==> src/hdl/ogf_pkg.sv <==
package ogf_pkg;

    // Field widths of the result item and of the configuration registers.
    localparam int COL_W  = 5;
    localparam int ROW_W  = 10;
    localparam int WCFG_W = 6;
    localparam int HCFG_W = 10;
    localparam int ADDR_W = 3;
    localparam int DATA_W = 32;

    // Result queue: up to three results are pushed for one input item.
    localparam int PUSH_SLOTS = 3;
    localparam int QDEPTH     = 8;
    localparam int PTR_W      = $clog2(QDEPTH);
    localparam int CNT_W      = $clog2(QDEPTH + 1);

    // Map codes carried in map_select.
    localparam logic MAP_FILLED = 1'b0;
    localparam logic MAP_POOLED = 1'b1;

    // Register indexes on the configuration port.
    localparam logic REG_GRID_WIDTH  = 1'b0;
    localparam logic REG_GRID_HEIGHT = 1'b1;

    typedef logic [COL_W-1:0] col_t;
    typedef logic [ROW_W-1:0] row_t;

    typedef struct packed {
        logic map_select;
        logic cell_blocked;
        col_t column;
        row_t row;
        logic last;
    } res_t;

    // Broadcast from the control logic to every cell of the chain.
    typedef struct packed {
        logic fire;
        logic blocked;
        logic win_en;
        logic row_end;
        logic orig_we;
    } cell_ctl_t;

    // Fill requests that a cell hands to its left neighbor.
    typedef struct packed {
        logic set_up;
        logic set_lo;
    } nbr_t;

    // Per-cell read taps, nonzero only in the selected cell.
    typedef struct packed {
        logic up_left_fin;
        logic up_here_fin;
        logic orig_here;
        logic flush_lo;
    } cell_tap_t;

endpackage

==> src/hdl/ogf_cell.sv <==
module ogf_cell (
    input  logic               aclk,
    input  ogf_pkg::cell_ctl_t ctl,
    input  logic               here,
    input  logic               flush_here,
    input  logic               left_up,
    input  logic               left_lo,
    input  ogf_pkg::nbr_t      from_right,
    output ogf_pkg::nbr_t      to_left,
    output logic               up_q,
    output logic               lo_q,
    output ogf_pkg::cell_tap_t tap
);
    import ogf_pkg::*;

    // One column of the grid: the filled value of the row above, the filled
    // value of the current row and the original value of the last even row.
    logic up_reg, up_next;
    logic lo_reg, lo_next;
    logic orig_reg, orig_next;
    logic p1, p2;
    logic lo_new, up_new;

    // The window's top-left and bottom-left come from the left neighbor.
    assign p1 = ctl.win_en & here & left_up & ~up_reg & ~left_lo & ctl.blocked;
    assign p2 = ctl.win_en & here & ~left_up & up_reg & left_lo & ~ctl.blocked;

    assign to_left.set_lo = p1;
    assign to_left.set_up = p2;

    always_comb begin
        lo_new    = here ? (ctl.blocked | p2) : (lo_reg | from_right.set_lo);
        up_new    = up_reg | p1 | from_right.set_up;
        lo_next   = lo_reg;
        up_next   = up_reg;
        orig_next = orig_reg;
        if (ctl.fire) begin
            lo_next = lo_new;
            // At the end of a row the current row becomes the row above.
            up_next = ctl.row_end ? lo_new : up_new;
            if (here && ctl.orig_we) begin
                orig_next = ctl.blocked;
            end
        end
    end

    always_ff @(posedge aclk) begin
        up_reg   <= up_next;
        lo_reg   <= lo_next;
        orig_reg <= orig_next;
    end

    assign up_q = up_reg;
    assign lo_q = lo_reg;

    assign tap.up_left_fin = here & ctl.win_en & (left_up | p2);
    assign tap.up_here_fin = here & (up_reg | p1);
    assign tap.orig_here   = here & orig_reg;
    assign tap.flush_lo    = flush_here & lo_reg;

endmodule

==> src/hdl/ogf_out_queue.sv <==
module ogf_out_queue (
    input  logic                             aclk,
    input  logic                             aresetn,
    input  logic [ogf_pkg::PUSH_SLOTS-1:0]   push_vld,
    input  ogf_pkg::res_t                    push_data [ogf_pkg::PUSH_SLOTS],
    input  logic                             pop,
    output logic [ogf_pkg::CNT_W-1:0]        count,
    output ogf_pkg::res_t                    head
);
    import ogf_pkg::*;

    res_t             mem [QDEPTH];
    logic [PTR_W-1:0] wr_ptr_reg, wr_ptr_next;
    logic [PTR_W-1:0] rd_ptr_reg, rd_ptr_next;
    logic [CNT_W-1:0] count_reg, count_next;
    logic [PTR_W-1:0] slot_addr [PUSH_SLOTS];
    logic [CNT_W-1:0] push_cnt;

    // Valid slots are packed in order behind the write pointer.
    always_comb begin
        push_cnt = '0;
        for (int k = 0; k < PUSH_SLOTS; k++) begin
            slot_addr[k] = wr_ptr_reg + PTR_W'(push_cnt);
            push_cnt     = push_cnt + CNT_W'(push_vld[k]);
        end
        wr_ptr_next = wr_ptr_reg + PTR_W'(push_cnt);
        rd_ptr_next = rd_ptr_reg + PTR_W'(pop);
        count_next  = count_reg + push_cnt - CNT_W'(pop);
    end

    always_ff @(posedge aclk) begin
        if (!aresetn) begin
            wr_ptr_reg <= '0;
            rd_ptr_reg <= '0;
            count_reg  <= '0;
        end else begin
            wr_ptr_reg <= wr_ptr_next;
            rd_ptr_reg <= rd_ptr_next;
            count_reg  <= count_next;
        end
    end

    always_ff @(posedge aclk) begin
        for (int k = 0; k < PUSH_SLOTS; k++) begin
            if (push_vld[k]) begin
                mem[slot_addr[k]] <= push_data[k];
            end
        end
    end

    assign count = count_reg;
    assign head  = mem[rd_ptr_reg];

endmodule

==> src/hdl/occupancy_grid_gap_fill_and_pool.sv <==
// Occupancy grid gap filler and 2x2 pooler. Cells of a binary grid arrive
// one per item in raster order on the s_ channel; results leave on the m_
// channel, each tagged with its map (filled or half-size), column, row and a
// last flag on the final result caused by an input item. The grid's width and
// height are set through the APB port (width at address 0, height at address
// 4); the user must write them only while the block is idle, as the block does
// not enforce it. An input item is taken while no last-row readout runs and
// the result queue has room for three more results, so the block runs at one
// item per cycle as long as the downstream side keeps up; the sustained rate
// is set by the single result port, which moves one result per cycle, and
// most items of an odd row cause one or two results. At the last cell of a
// grid the whole last row is read out of the cell chain, one cell per cycle
// while the queue has room, then any pooled result; input waits for both and
// for the queue to drain back to room for three results. There is no clearing
// pass after reset: line storage is undefined until written by the first rows.
module occupancy_grid_gap_fill_and_pool #(
    parameter int MAX_WIDTH = 32
) (
    input  logic                         aclk,
    input  logic                         aresetn,

    input  logic                         s_valid,
    output logic                         s_ready,
    input  logic                         s_blocked,

    output logic                         m_valid,
    input  logic                         m_ready,
    output logic                         m_map_select,
    output logic                         m_cell_blocked,
    output ogf_pkg::col_t                m_column,
    output ogf_pkg::row_t                m_row,
    output logic                         m_last,

    input  logic                         psel,
    input  logic                         penable,
    input  logic                         pwrite,
    input  logic [ogf_pkg::ADDR_W-1:0]   paddr,
    input  logic [ogf_pkg::DATA_W-1:0]   pwdata,
    output logic [ogf_pkg::DATA_W-1:0]   prdata,
    output logic                         pready
);
    import ogf_pkg::*;

    localparam int CW = $clog2(MAX_WIDTH);
    localparam logic [WCFG_W-1:0] WMAX = WCFG_W'(MAX_WIDTH);

    // Sequencer states: normal streaming, last-row readout, trailing pool.
    localparam logic [1:0] ST_RUN   = 2'd0;
    localparam logic [1:0] ST_FLUSH = 2'd1;
    localparam logic [1:0] ST_POOL  = 2'd2;

    // ------------------------------------------------------------------
    // Configuration registers.
    // ------------------------------------------------------------------
    logic [WCFG_W-1:0] width_reg, width_next;
    logic [HCFG_W-1:0] height_reg, height_next;
    logic              cfg_we;

    assign pready = 1'b1;
    assign cfg_we = psel & penable & pwrite;

    always_comb begin
        width_next  = width_reg;
        height_next = height_reg;
        if (cfg_we) begin
            case (paddr[2])
                REG_GRID_WIDTH:  width_next  = pwdata[WCFG_W-1:0];
                REG_GRID_HEIGHT: height_next = pwdata[HCFG_W-1:0];
                default: ;
            endcase
        end
    end

    always_comb begin
        case (paddr[2])
            REG_GRID_WIDTH:  prdata = DATA_W'(width_reg);
            REG_GRID_HEIGHT: prdata = DATA_W'(height_reg);
            default:         prdata = '0;
        endcase
    end

    // ------------------------------------------------------------------
    // Position tracking. Out-of-range sizes are saturated to the legal
    // range; a row ends at the first column at or past the last column, so
    // a size change in mid-grid keeps the current position.
    // ------------------------------------------------------------------
    logic [CW-1:0]     col_reg, col_next;
    row_t              row_reg, row_next;
    logic              pool_partial_reg, pool_partial_next;
    logic [1:0]        state_reg, state_next;
    logic [CW-1:0]     flush_col_reg, flush_col_next;
    logic [CW-1:0]     flush_end_reg, flush_end_next;
    row_t              flush_row_reg, flush_row_next;
    logic              pend_vld_reg, pend_vld_next;
    res_t              pend_reg, pend_next;

    logic [WCFG_W-1:0] w_eff;
    logic [HCFG_W-1:0] h_eff;
    logic              row_end, grid_end, fire, win_en;
    logic [CW-1:0]     col_m1;
    logic [CNT_W-1:0]  q_count;
    logic              q_room;
    logic              flush_at_end;

    always_comb begin
        if (width_reg < WCFG_W'(2)) begin
            w_eff = WCFG_W'(2);
        end else if (width_reg > WMAX) begin
            w_eff = WMAX;
        end else begin
            w_eff = width_reg;
        end
        h_eff = (height_reg < HCFG_W'(2)) ? HCFG_W'(2) : height_reg;
    end

    assign row_end  = WCFG_W'(col_reg) >= (w_eff - WCFG_W'(1));
    assign grid_end = row_end && (row_reg >= (h_eff - HCFG_W'(1)));
    assign s_ready  = (state_reg == ST_RUN) && (q_count <= CNT_W'(QDEPTH - PUSH_SLOTS));
    assign fire     = s_valid & s_ready;
    assign win_en   = (row_reg != '0) && (col_reg != '0);
    assign col_m1   = col_reg - CW'(1);
    assign q_room   = q_count < CNT_W'(QDEPTH);
    assign flush_at_end = flush_col_reg == flush_end_reg;

    // ------------------------------------------------------------------
    // Cell chain. Cell i holds column i. The selected cell evaluates the
    // 2x2 window with the values handed over by its left neighbor and
    // hands its fill requests back to that neighbor.
    // ------------------------------------------------------------------
    cell_ctl_t ctl;
    logic      up_q       [MAX_WIDTH];
    logic      lo_q       [MAX_WIDTH];
    logic      left_up_w  [MAX_WIDTH];
    logic      left_lo_w  [MAX_WIDTH];
    nbr_t      to_left    [MAX_WIDTH];
    nbr_t      from_right [MAX_WIDTH];
    cell_tap_t tap        [MAX_WIDTH];

    assign ctl.fire    = fire;
    assign ctl.blocked = s_blocked;
    assign ctl.win_en  = win_en;
    assign ctl.row_end = row_end;
    assign ctl.orig_we = ~row_reg[0];

    for (genvar i = 0; i < MAX_WIDTH; i++) begin : g_cell
        if (i == 0) begin : g_first
            assign left_up_w[i] = 1'b0;
            assign left_lo_w[i] = 1'b0;
        end else begin : g_inner
            assign left_up_w[i] = up_q[i-1];
            assign left_lo_w[i] = lo_q[i-1];
        end
        if (i == MAX_WIDTH - 1) begin : g_last
            assign from_right[i] = '0;
        end else begin : g_mid
            assign from_right[i] = to_left[i+1];
        end

        ogf_cell u_cell (
            .aclk       (aclk),
            .ctl        (ctl),
            .here       (col_reg == CW'(i)),
            .flush_here ((state_reg == ST_FLUSH) && (flush_col_reg == CW'(i))),
            .left_up    (left_up_w[i]),
            .left_lo    (left_lo_w[i]),
            .from_right (from_right[i]),
            .to_left    (to_left[i]),
            .up_q       (up_q[i]),
            .lo_q       (lo_q[i]),
            .tap        (tap[i])
        );
    end

    // Only the selected cell drives its taps, so an OR gathers them.
    cell_tap_t tap_any;

    always_comb begin
        tap_any = '0;
        for (int i = 0; i < MAX_WIDTH; i++) begin
            tap_any = tap_any | tap[i];
        end
    end

    // ------------------------------------------------------------------
    // Results of one item, in order: the finished cell of the row above,
    // the row above's last cell at a row end, and the pooled cell. At the
    // end of a grid the pooled cell waits until the last row is read out.
    // ------------------------------------------------------------------
    logic [PUSH_SLOTS-1:0] step_vld, push_vld;
    res_t                  step_res [PUSH_SLOTS];
    res_t                  push_data [PUSH_SLOTS];
    logic                  pool_val, pool_here;
    res_t                  pool_res, flush_res, head;

    assign pool_here = row_reg[0] & col_reg[0];
    assign pool_val  = pool_partial_reg | tap_any.orig_here | s_blocked;

    always_comb begin
        pool_res.map_select   = MAP_POOLED;
        pool_res.cell_blocked = pool_val;
        pool_res.column       = col_t'(col_reg >> 1);
        pool_res.row          = row_reg >> 1;
        pool_res.last         = 1'b1;

        step_vld[0] = win_en;
        step_vld[1] = (row_reg != '0) && row_end;
        step_vld[2] = pool_here && !grid_end;

        step_res[0].map_select   = MAP_FILLED;
        step_res[0].cell_blocked = tap_any.up_left_fin;
        step_res[0].column       = col_t'(col_m1);
        step_res[0].row          = row_reg - ROW_W'(1);
        step_res[0].last         = step_vld[0] & ~step_vld[1] & ~step_vld[2] & ~grid_end;

        step_res[1].map_select   = MAP_FILLED;
        step_res[1].cell_blocked = tap_any.up_here_fin;
        step_res[1].column       = col_t'(col_reg);
        step_res[1].row          = row_reg - ROW_W'(1);
        step_res[1].last         = step_vld[1] & ~step_vld[2] & ~grid_end;

        step_res[2]      = pool_res;
        step_res[2].last = step_vld[2];

        flush_res.map_select   = MAP_FILLED;
        flush_res.cell_blocked = tap_any.flush_lo;
        flush_res.column       = col_t'(flush_col_reg);
        flush_res.row          = flush_row_reg;
        flush_res.last         = flush_at_end & ~pend_vld_reg;
    end

    always_comb begin
        push_vld  = '0;
        push_data = step_res;
        case (state_reg)
            ST_RUN: begin
                push_vld = fire ? step_vld : '0;
            end
            ST_FLUSH: begin
                push_vld[0]  = q_room;
                push_data[0] = flush_res;
            end
            ST_POOL: begin
                push_vld[0]  = q_room;
                push_data[0] = pend_reg;
            end
            default: ;
        endcase
    end

    // ------------------------------------------------------------------
    // Sequencer and counters.
    // ------------------------------------------------------------------
    always_comb begin
        col_next          = col_reg;
        row_next          = row_reg;
        pool_partial_next = pool_partial_reg;
        state_next        = state_reg;
        flush_col_next    = flush_col_reg;
        flush_end_next    = flush_end_reg;
        flush_row_next    = flush_row_reg;
        pend_vld_next     = pend_vld_reg;
        pend_next         = pend_reg;

        if (fire) begin
            // The row count moves only at the end of a row.
            if (row_end) begin
                col_next = '0;
                row_next = grid_end ? '0 : (row_reg + ROW_W'(1));
            end else begin
                col_next = col_reg + CW'(1);
            end
            if (row_reg[0] && !col_reg[0]) begin
                pool_partial_next = tap_any.orig_here | s_blocked;
            end
        end

        case (state_reg)
            ST_RUN: begin
                if (fire && grid_end) begin
                    state_next     = ST_FLUSH;
                    flush_col_next = '0;
                    flush_end_next = col_reg;
                    flush_row_next = row_reg;
                    pend_vld_next  = pool_here;
                    pend_next      = pool_res;
                end
            end
            ST_FLUSH: begin
                if (q_room) begin
                    if (flush_at_end) begin
                        state_next = pend_vld_reg ? ST_POOL : ST_RUN;
                    end else begin
                        flush_col_next = flush_col_reg + CW'(1);
                    end
                end
            end
            ST_POOL: begin
                if (q_room) begin
                    state_next    = ST_RUN;
                    pend_vld_next = 1'b0;
                end
            end
            default: begin
                state_next = ST_RUN;
            end
        endcase
    end

    always_ff @(posedge aclk) begin
        if (!aresetn) begin
            width_reg        <= WCFG_W'(32);
            height_reg       <= HCFG_W'(32);
            col_reg          <= '0;
            row_reg          <= '0;
            pool_partial_reg <= 1'b0;
            state_reg        <= ST_RUN;
            flush_col_reg    <= '0;
            flush_end_reg    <= '0;
            pend_vld_reg     <= 1'b0;
        end else begin
            width_reg        <= width_next;
            height_reg       <= height_next;
            col_reg          <= col_next;
            row_reg          <= row_next;
            pool_partial_reg <= pool_partial_next;
            state_reg        <= state_next;
            flush_col_reg    <= flush_col_next;
            flush_end_reg    <= flush_end_next;
            pend_vld_reg     <= pend_vld_next;
        end
    end

    // Payload of the pending readout needs no reset.
    always_ff @(posedge aclk) begin
        flush_row_reg <= flush_row_next;
        pend_reg      <= pend_next;
    end

    // ------------------------------------------------------------------
    // Result queue: decouples the input side from the result port.
    // ------------------------------------------------------------------
    ogf_out_queue u_queue (
        .aclk      (aclk),
        .aresetn   (aresetn),
        .push_vld  (push_vld),
        .push_data (push_data),
        .pop       (m_valid & m_ready),
        .count     (q_count),
        .head      (head)
    );

    assign m_valid        = q_count != '0;
    assign m_map_select   = head.map_select;
    assign m_cell_blocked = head.cell_blocked;
    assign m_column       = head.column;
    assign m_row          = head.row;
    assign m_last         = head.last;

endmodule

==> config.mk <==
export PLATFORM = sky130hd
export DESIGN_NAME = occupancy_grid_gap_fill_and_pool
export DESIGN_NICKNAME = d
export VERILOG_FILES = /design/src/hdl/ogf_pkg.sv /design/src/hdl/ogf_cell.sv /design/src/hdl/ogf_out_queue.sv /design/src/hdl/occupancy_grid_gap_fill_and_pool.sv
export SDC_FILE = /design/constraint.sdc
export NUM_CORES = 1
export LEC_CHECK = 0
export ABC_AREA = 0
export BUFFER_PORTS_ARGS = -buffer_cell sky130_fd_sc_hd__clkbuf_2
export CAP_MARGIN = 15
export CELL_PAD_IN_SITES_DETAIL_PLACEMENT = 1
export CELL_PAD_IN_SITES_GLOBAL_PLACEMENT = 2
export CORE_MARGIN = 10
export CORE_UTILIZATION = 31
export DETAILED_ROUTE_END_ITERATION = 12
export GPL_TIMING_DRIVEN = 0
export PLACE_DENSITY = 0.72
export SLEW_MARGIN = 20
export SYNTH_ARGS = -nofsm -noshare
export SYNTH_HDL_FRONTEND = slang
export SYNTH_HIERARCHICAL = 1
export SYNTH_SLANG_ARGS = --single-unit
==> constraint.sdc <==
create_clock -name aclk -period 14.16 [get_ports aclk]
set_input_delay 2.124 -clock aclk [delete_from_list [all_inputs] [get_ports aclk]]
set_output_delay 2.124 -clock aclk [all_outputs]
set_load 0.01 [all_outputs]
Yosys cells after proc, flatten, opt, wreduce, memory -nomap -nowiden --
Memories as Yosys holds them, arrays and structs flattened. A register that Yosys moved wholly into a read port is not among the register bits. Cells that the tools add are included.
Word-level totals: memories 1, flip-flop bits (word level) 175, input port bits 43, word-level logic and storage cells 1096, output and inout port bits 53, bits in writable memories 144
Operators by class: add/subtract/negate cells 15, eq/ne operators 70, $lt $le $gt $ge 7, mux-type cells 94, bitwise gates (word level) 675, reductions and logical operators 122
Memory list:
- u_queue.mem | depth 8, width 18, read ports 1, clocked after Yosys merged registers in 1, wr ports 3, RTL line ogf_out_queue.sv:12 | res_t mem [QDEPTH];
Operators by type and width (count):
- $and A1 B1 Y1 | 417
- $eq A5 B5 Y1 const B | 32
- $or A1 B1 Y1 | 157
- $or A4 B4 Y4 | 30
- $eq A5 B4 Y1 const B | 16
- $reduce_and A2 Y1 | 37
- $mux W1 | 72
- $logic_and A1 B1 Y1 | 71
- $not A1 Y1 | 70
- $pmux W32 S2 | 1
- $eq A5 B3 Y1 const B | 8
- $pmux W18 S2 | 1
- $eq A5 B2 Y1 const B | 4
- $mux W10 | 2
- $mux W5 | 4
- $sub A10 B1 Y10 const B | 2
- $mux W2 | 6
- $mux W6 | 2
- $add A10 B1 Y10 const B | 1
- $add A5 B1 Y5 const B | 2
- $eq A5 B1 Y1 const B | 2
- $ge A10 B10 Y1 | 1
- $logic_not A5 Y1 | 2
- $lt A10 B2 Y1 const B | 1
- 32 further kinds | 42

Logic depth before layout (Yosys ltp) --
depth after elaboration 42, mapped depth 24, depth with buffers taken out 23

Hierarchy --
Netlist, hierarchy kept.
By module, submodules not included:
- ogf_out_queue | times used 1, area an instance 10487.6 um^2, sequential area each 4524.3 um^2, cells each 1096
- ogf_cell | times used 32, area an instance 234.0 um^2, sequential area each 90.1 um^2, cells each 25
- occupancy_grid_gap_fill_and_pool | times used 1, area an instance 4603.2 um^2, sequential area each 1351.3 um^2, cells each 611

Worst setup path before layout --
Ideal clock, no wire load.
path type input to register, start point in s_valid, end point mem u_queue/mem[0][0] (netlist bit) (enable), slack 5832 ps, data arrival time 7929 ps, path buffers 4, cell stages on the path 13, library setup time 399 ps, required time 13761 ps, cells stage by stage and2_1 -> clkbuf_1 -> a2bb2oi_1 -> nor2_1 -> ha_1 -> ha_1 -> fa_1 -> or3b_1 -> buf_2 -> or2_1 -> buf_6 -> buf_6 -> o211ai_1
RTL lines:
- from (decl) | RTL line occupancy_grid_gap_fill_and_pool.sv:22 | input logic s_valid,
- to (decl) | RTL line ogf_out_queue.sv:12

==> impl_metrics.json <==
{
  "fin_skew_ns": 0.0225,
  "finalSetupViolCount": 0,
  "numCtsBuffers": 41,
  "path_clk_slew_ns": 0.05,
  "post_cts_buffers": 0,
  "yosys_warnings": 6,
  "vias": 20595,
  "run_status": "finished, final reports clean",
  "drive_above_1_share": 0.200,
  "finalPower_uw": 2810,
  "placed_cell_area_um2": 24500,
  "gp_congestion": 0.948,
  "reg2reg_slack_ns": 6.99,
  "start_util": 0.314,
  "hold_start": "flush_end_reg[3]",
  "fillers": 8434,
  "cp.arrival_ns": 7.49,
  "cts_tree": "built",
  "cellPowerDensity_nw_per_um2": 109,
  "whs_path_depth": 2,
  "dr.first_iter.drc_count": 1431,
  "critPathLaunchType": "flip-flop",
  "slowest_stage": "nor2_1",
  "grt_max_degree": 106,
  "crit_family": "simple AND/OR/NAND/NOR gates",
  "syn_area_um2": 22500,
  "grt_overflow": 0,
  "critPathCaptureType": "flip-flop",
  "avgSynthCellArea_um2": 9.01,
  "via_per_inst": 5.67,
  "seq_area_um2": 8760,
  "antenna_found_initial": 3,
  "multiInputGateArea_um2": 12100,
  "port_buffers": 48,
  "final.setup.tns_ns": 0,
  "reg2reg_to": "u_queue/mem[1][8]",
  "track_usage": 0.209,
  "path_cells": "clkbuf_1 > inv_1 > ha_1 > nand2_1 > nor2_1 > nor2_4 > a2bb2oi_1 > nor2_1 > ha_1 > ha_1 > fa_1 > nand3b_1 > clkbuf_1 > or2_2 > buf_2 > buf_2 > o211ai_1 > buf_4",
  "rsz0062_at_grt": "no",
  "hpwlAfterDp_um": 69000,
  "cp_num_buf_inv": 6,
  "period_needed_ns": 7.17,
  "cp_max_fo": 23,
  "grt_pass1_vias": 21279,
  "wl_per_cell_um": 24.7,
  "cts_root_buf": "clkbuf_16",
  "finalCritPeriodShare": 0.506,
  "h-tree-depth": 2,
  "required_ns": 14.48,
  "fp.dieH_um": 290,
  "cts_sinks": 310,
  "num_rows": 98,
  "nNetsFinal": 2755,
  "cpPeakStageDelay_ns": 0.81,
  "cts_max_path_buffers": 3,
  "clk_latency_ns": 0.57,
  "fin_util": 0.359,
  "largest_register_ffs": 144,
  "fin_area_um2": 25800,
  "ir_drop_uv": 89.3,
  "drt-total-wl_um": 89700,
  "hold_class": "reg2reg",
  "max-slew-margin-rel": 0.292,
  "crit_top_cell": "ha_1",
  "syn_to_final_growth_pct": 14.4,
  "rr_worst_depth": 18,
  "crit_type": "reg2reg",
  "cts_resized": 0,
  "grt_first_pass_wirelength_um": 135000,
  "maxSlewViolCount": 0,
  "reg2reg_from": "col_reg[0]",
  "clock.fmax_ghz": 0.140,
  "io_pins": 96,
  "hold_buffers": 0,
  "remaining_drc_errors": 0,
  "fp.dieArea_um2": 83900,
  "tightestPinTransition_ns": 1.06,
  "design.core.area_um2": 71900,
  "synth_cells": 2502,
  "min_to": "flush_end_reg[3]",
  "drv_cap": 0,
  "hold_violations": 0,
  "drtAntennaViolNets": 0,
  "power.leakage_uw": 0.00906,
  "die-width_um": 290,
  "drt_first_pass_iters": 5
}
## per-layer routing
| layer | vias up | track usage | wire [µm] |
|---|---|---|---|
| li1 | 9431 | - | - |
| met1 | 10399 | 0.260 | 38300 |
| met2 | 594 | 0.366 | 44500 |
| met3 | 171 | 0.0268 | 3940 |
| met4 | 0 | 0.0735 | 2940 |
| met5 | - | 0 | 0 |
## per-stage QoR
| stage | hold slack (ns) | setup WS (ns) | instances |
|---|---|---|---|
| 5_1_grt | 0.502 | 6.64 | 3634 |
| 4_1_cts | 0.475 | 7.03 | 3634 |
| 3_3_place_gp | 0.456 | 1.98 | 3536 |
| 6_report | 0.470 | 6.99 | 3635 |
| 2_1_floorplan | 0.435 | 5.83 | 2538 |
| 3_5_place_dp | 0.468 | 6.45 | 3563 |
## report_power, final
| group | internal, µW | switching, µW |
|---|---|---|
| clock | 607 | 425 |
| combinational | 253 | 366 |
| sequential | 1070 | 91.3 |
## worst max path at each step
stage / start / endpoint / slack (ns) / depth (start not counted)
6_report: col_reg[0] / u_queue/mem[1][8] / 6.99 / 18
5_1_grt: col_reg[0] / u_queue/mem[1][2] / 6.64 / 18
4_1_cts: col_reg[0] / u_queue/mem[1][2] / 7.03 / 18
3_5_place_dp: s_valid / u_queue/mem[1][17] / 6.45 / 16
3_3_place_gp: row_reg[0] / u_queue/mem[6][0] / 1.98 / 16
2_1_floorplan: s_valid / u_queue/mem[0][0] / 5.83 / 13
## worst reg2reg max path: stages, from the launching register on
cell       delay, ns
dfxtp_1         0.55
clkbuf_1        0.41
inv_1           0.25
ha_1            0.29
nand2_1         0.29
nor2_1          0.24
nor2_4          0.68
a2bb2oi_1       0.14
nor2_1          0.81
ha_1            0.40
ha_1            0.21
fa_1            0.57
nand3b_1        0.17
clkbuf_1        0.46
or2_2           0.20
buf_2           0.24
buf_2           0.30
o211ai_1        0.40
buf_4           0.33
## area by class of cell
type | count | share of cell area
inverters | 130 | 0.0189
multi-input cells | 1834 | 0.469
clock buffers | 50 | 0.0415
repair buffers | 75 | 0.0231
flip-flops and latches | 310 | 0.340
clock inverters | 21 | 0.00805
plain buffers | 264 | 0.0536
diodes | 1 | 0.0000970
well taps | 950 | 0.0461
## cells in the final DEF, fill, tap and decap left out, drive strengths merged, types with 25 or more instances in the layout
cell and count:
a21boi 32, and3 39, a31oi 209, ha 52
dfxtp 55, edfxtp 255, mux2 25, conb 38
nand2 318, nor2 187, and4b 36, buf 166
a21oi 33, o21ai 157, or3 38, nor3 220
nand4b 35, and2 79, mux4 36, a2bb2oi 33
inv 129, nor4 61, clkbuf 223
Note: power is estimated with default switching activity, not from simulation.
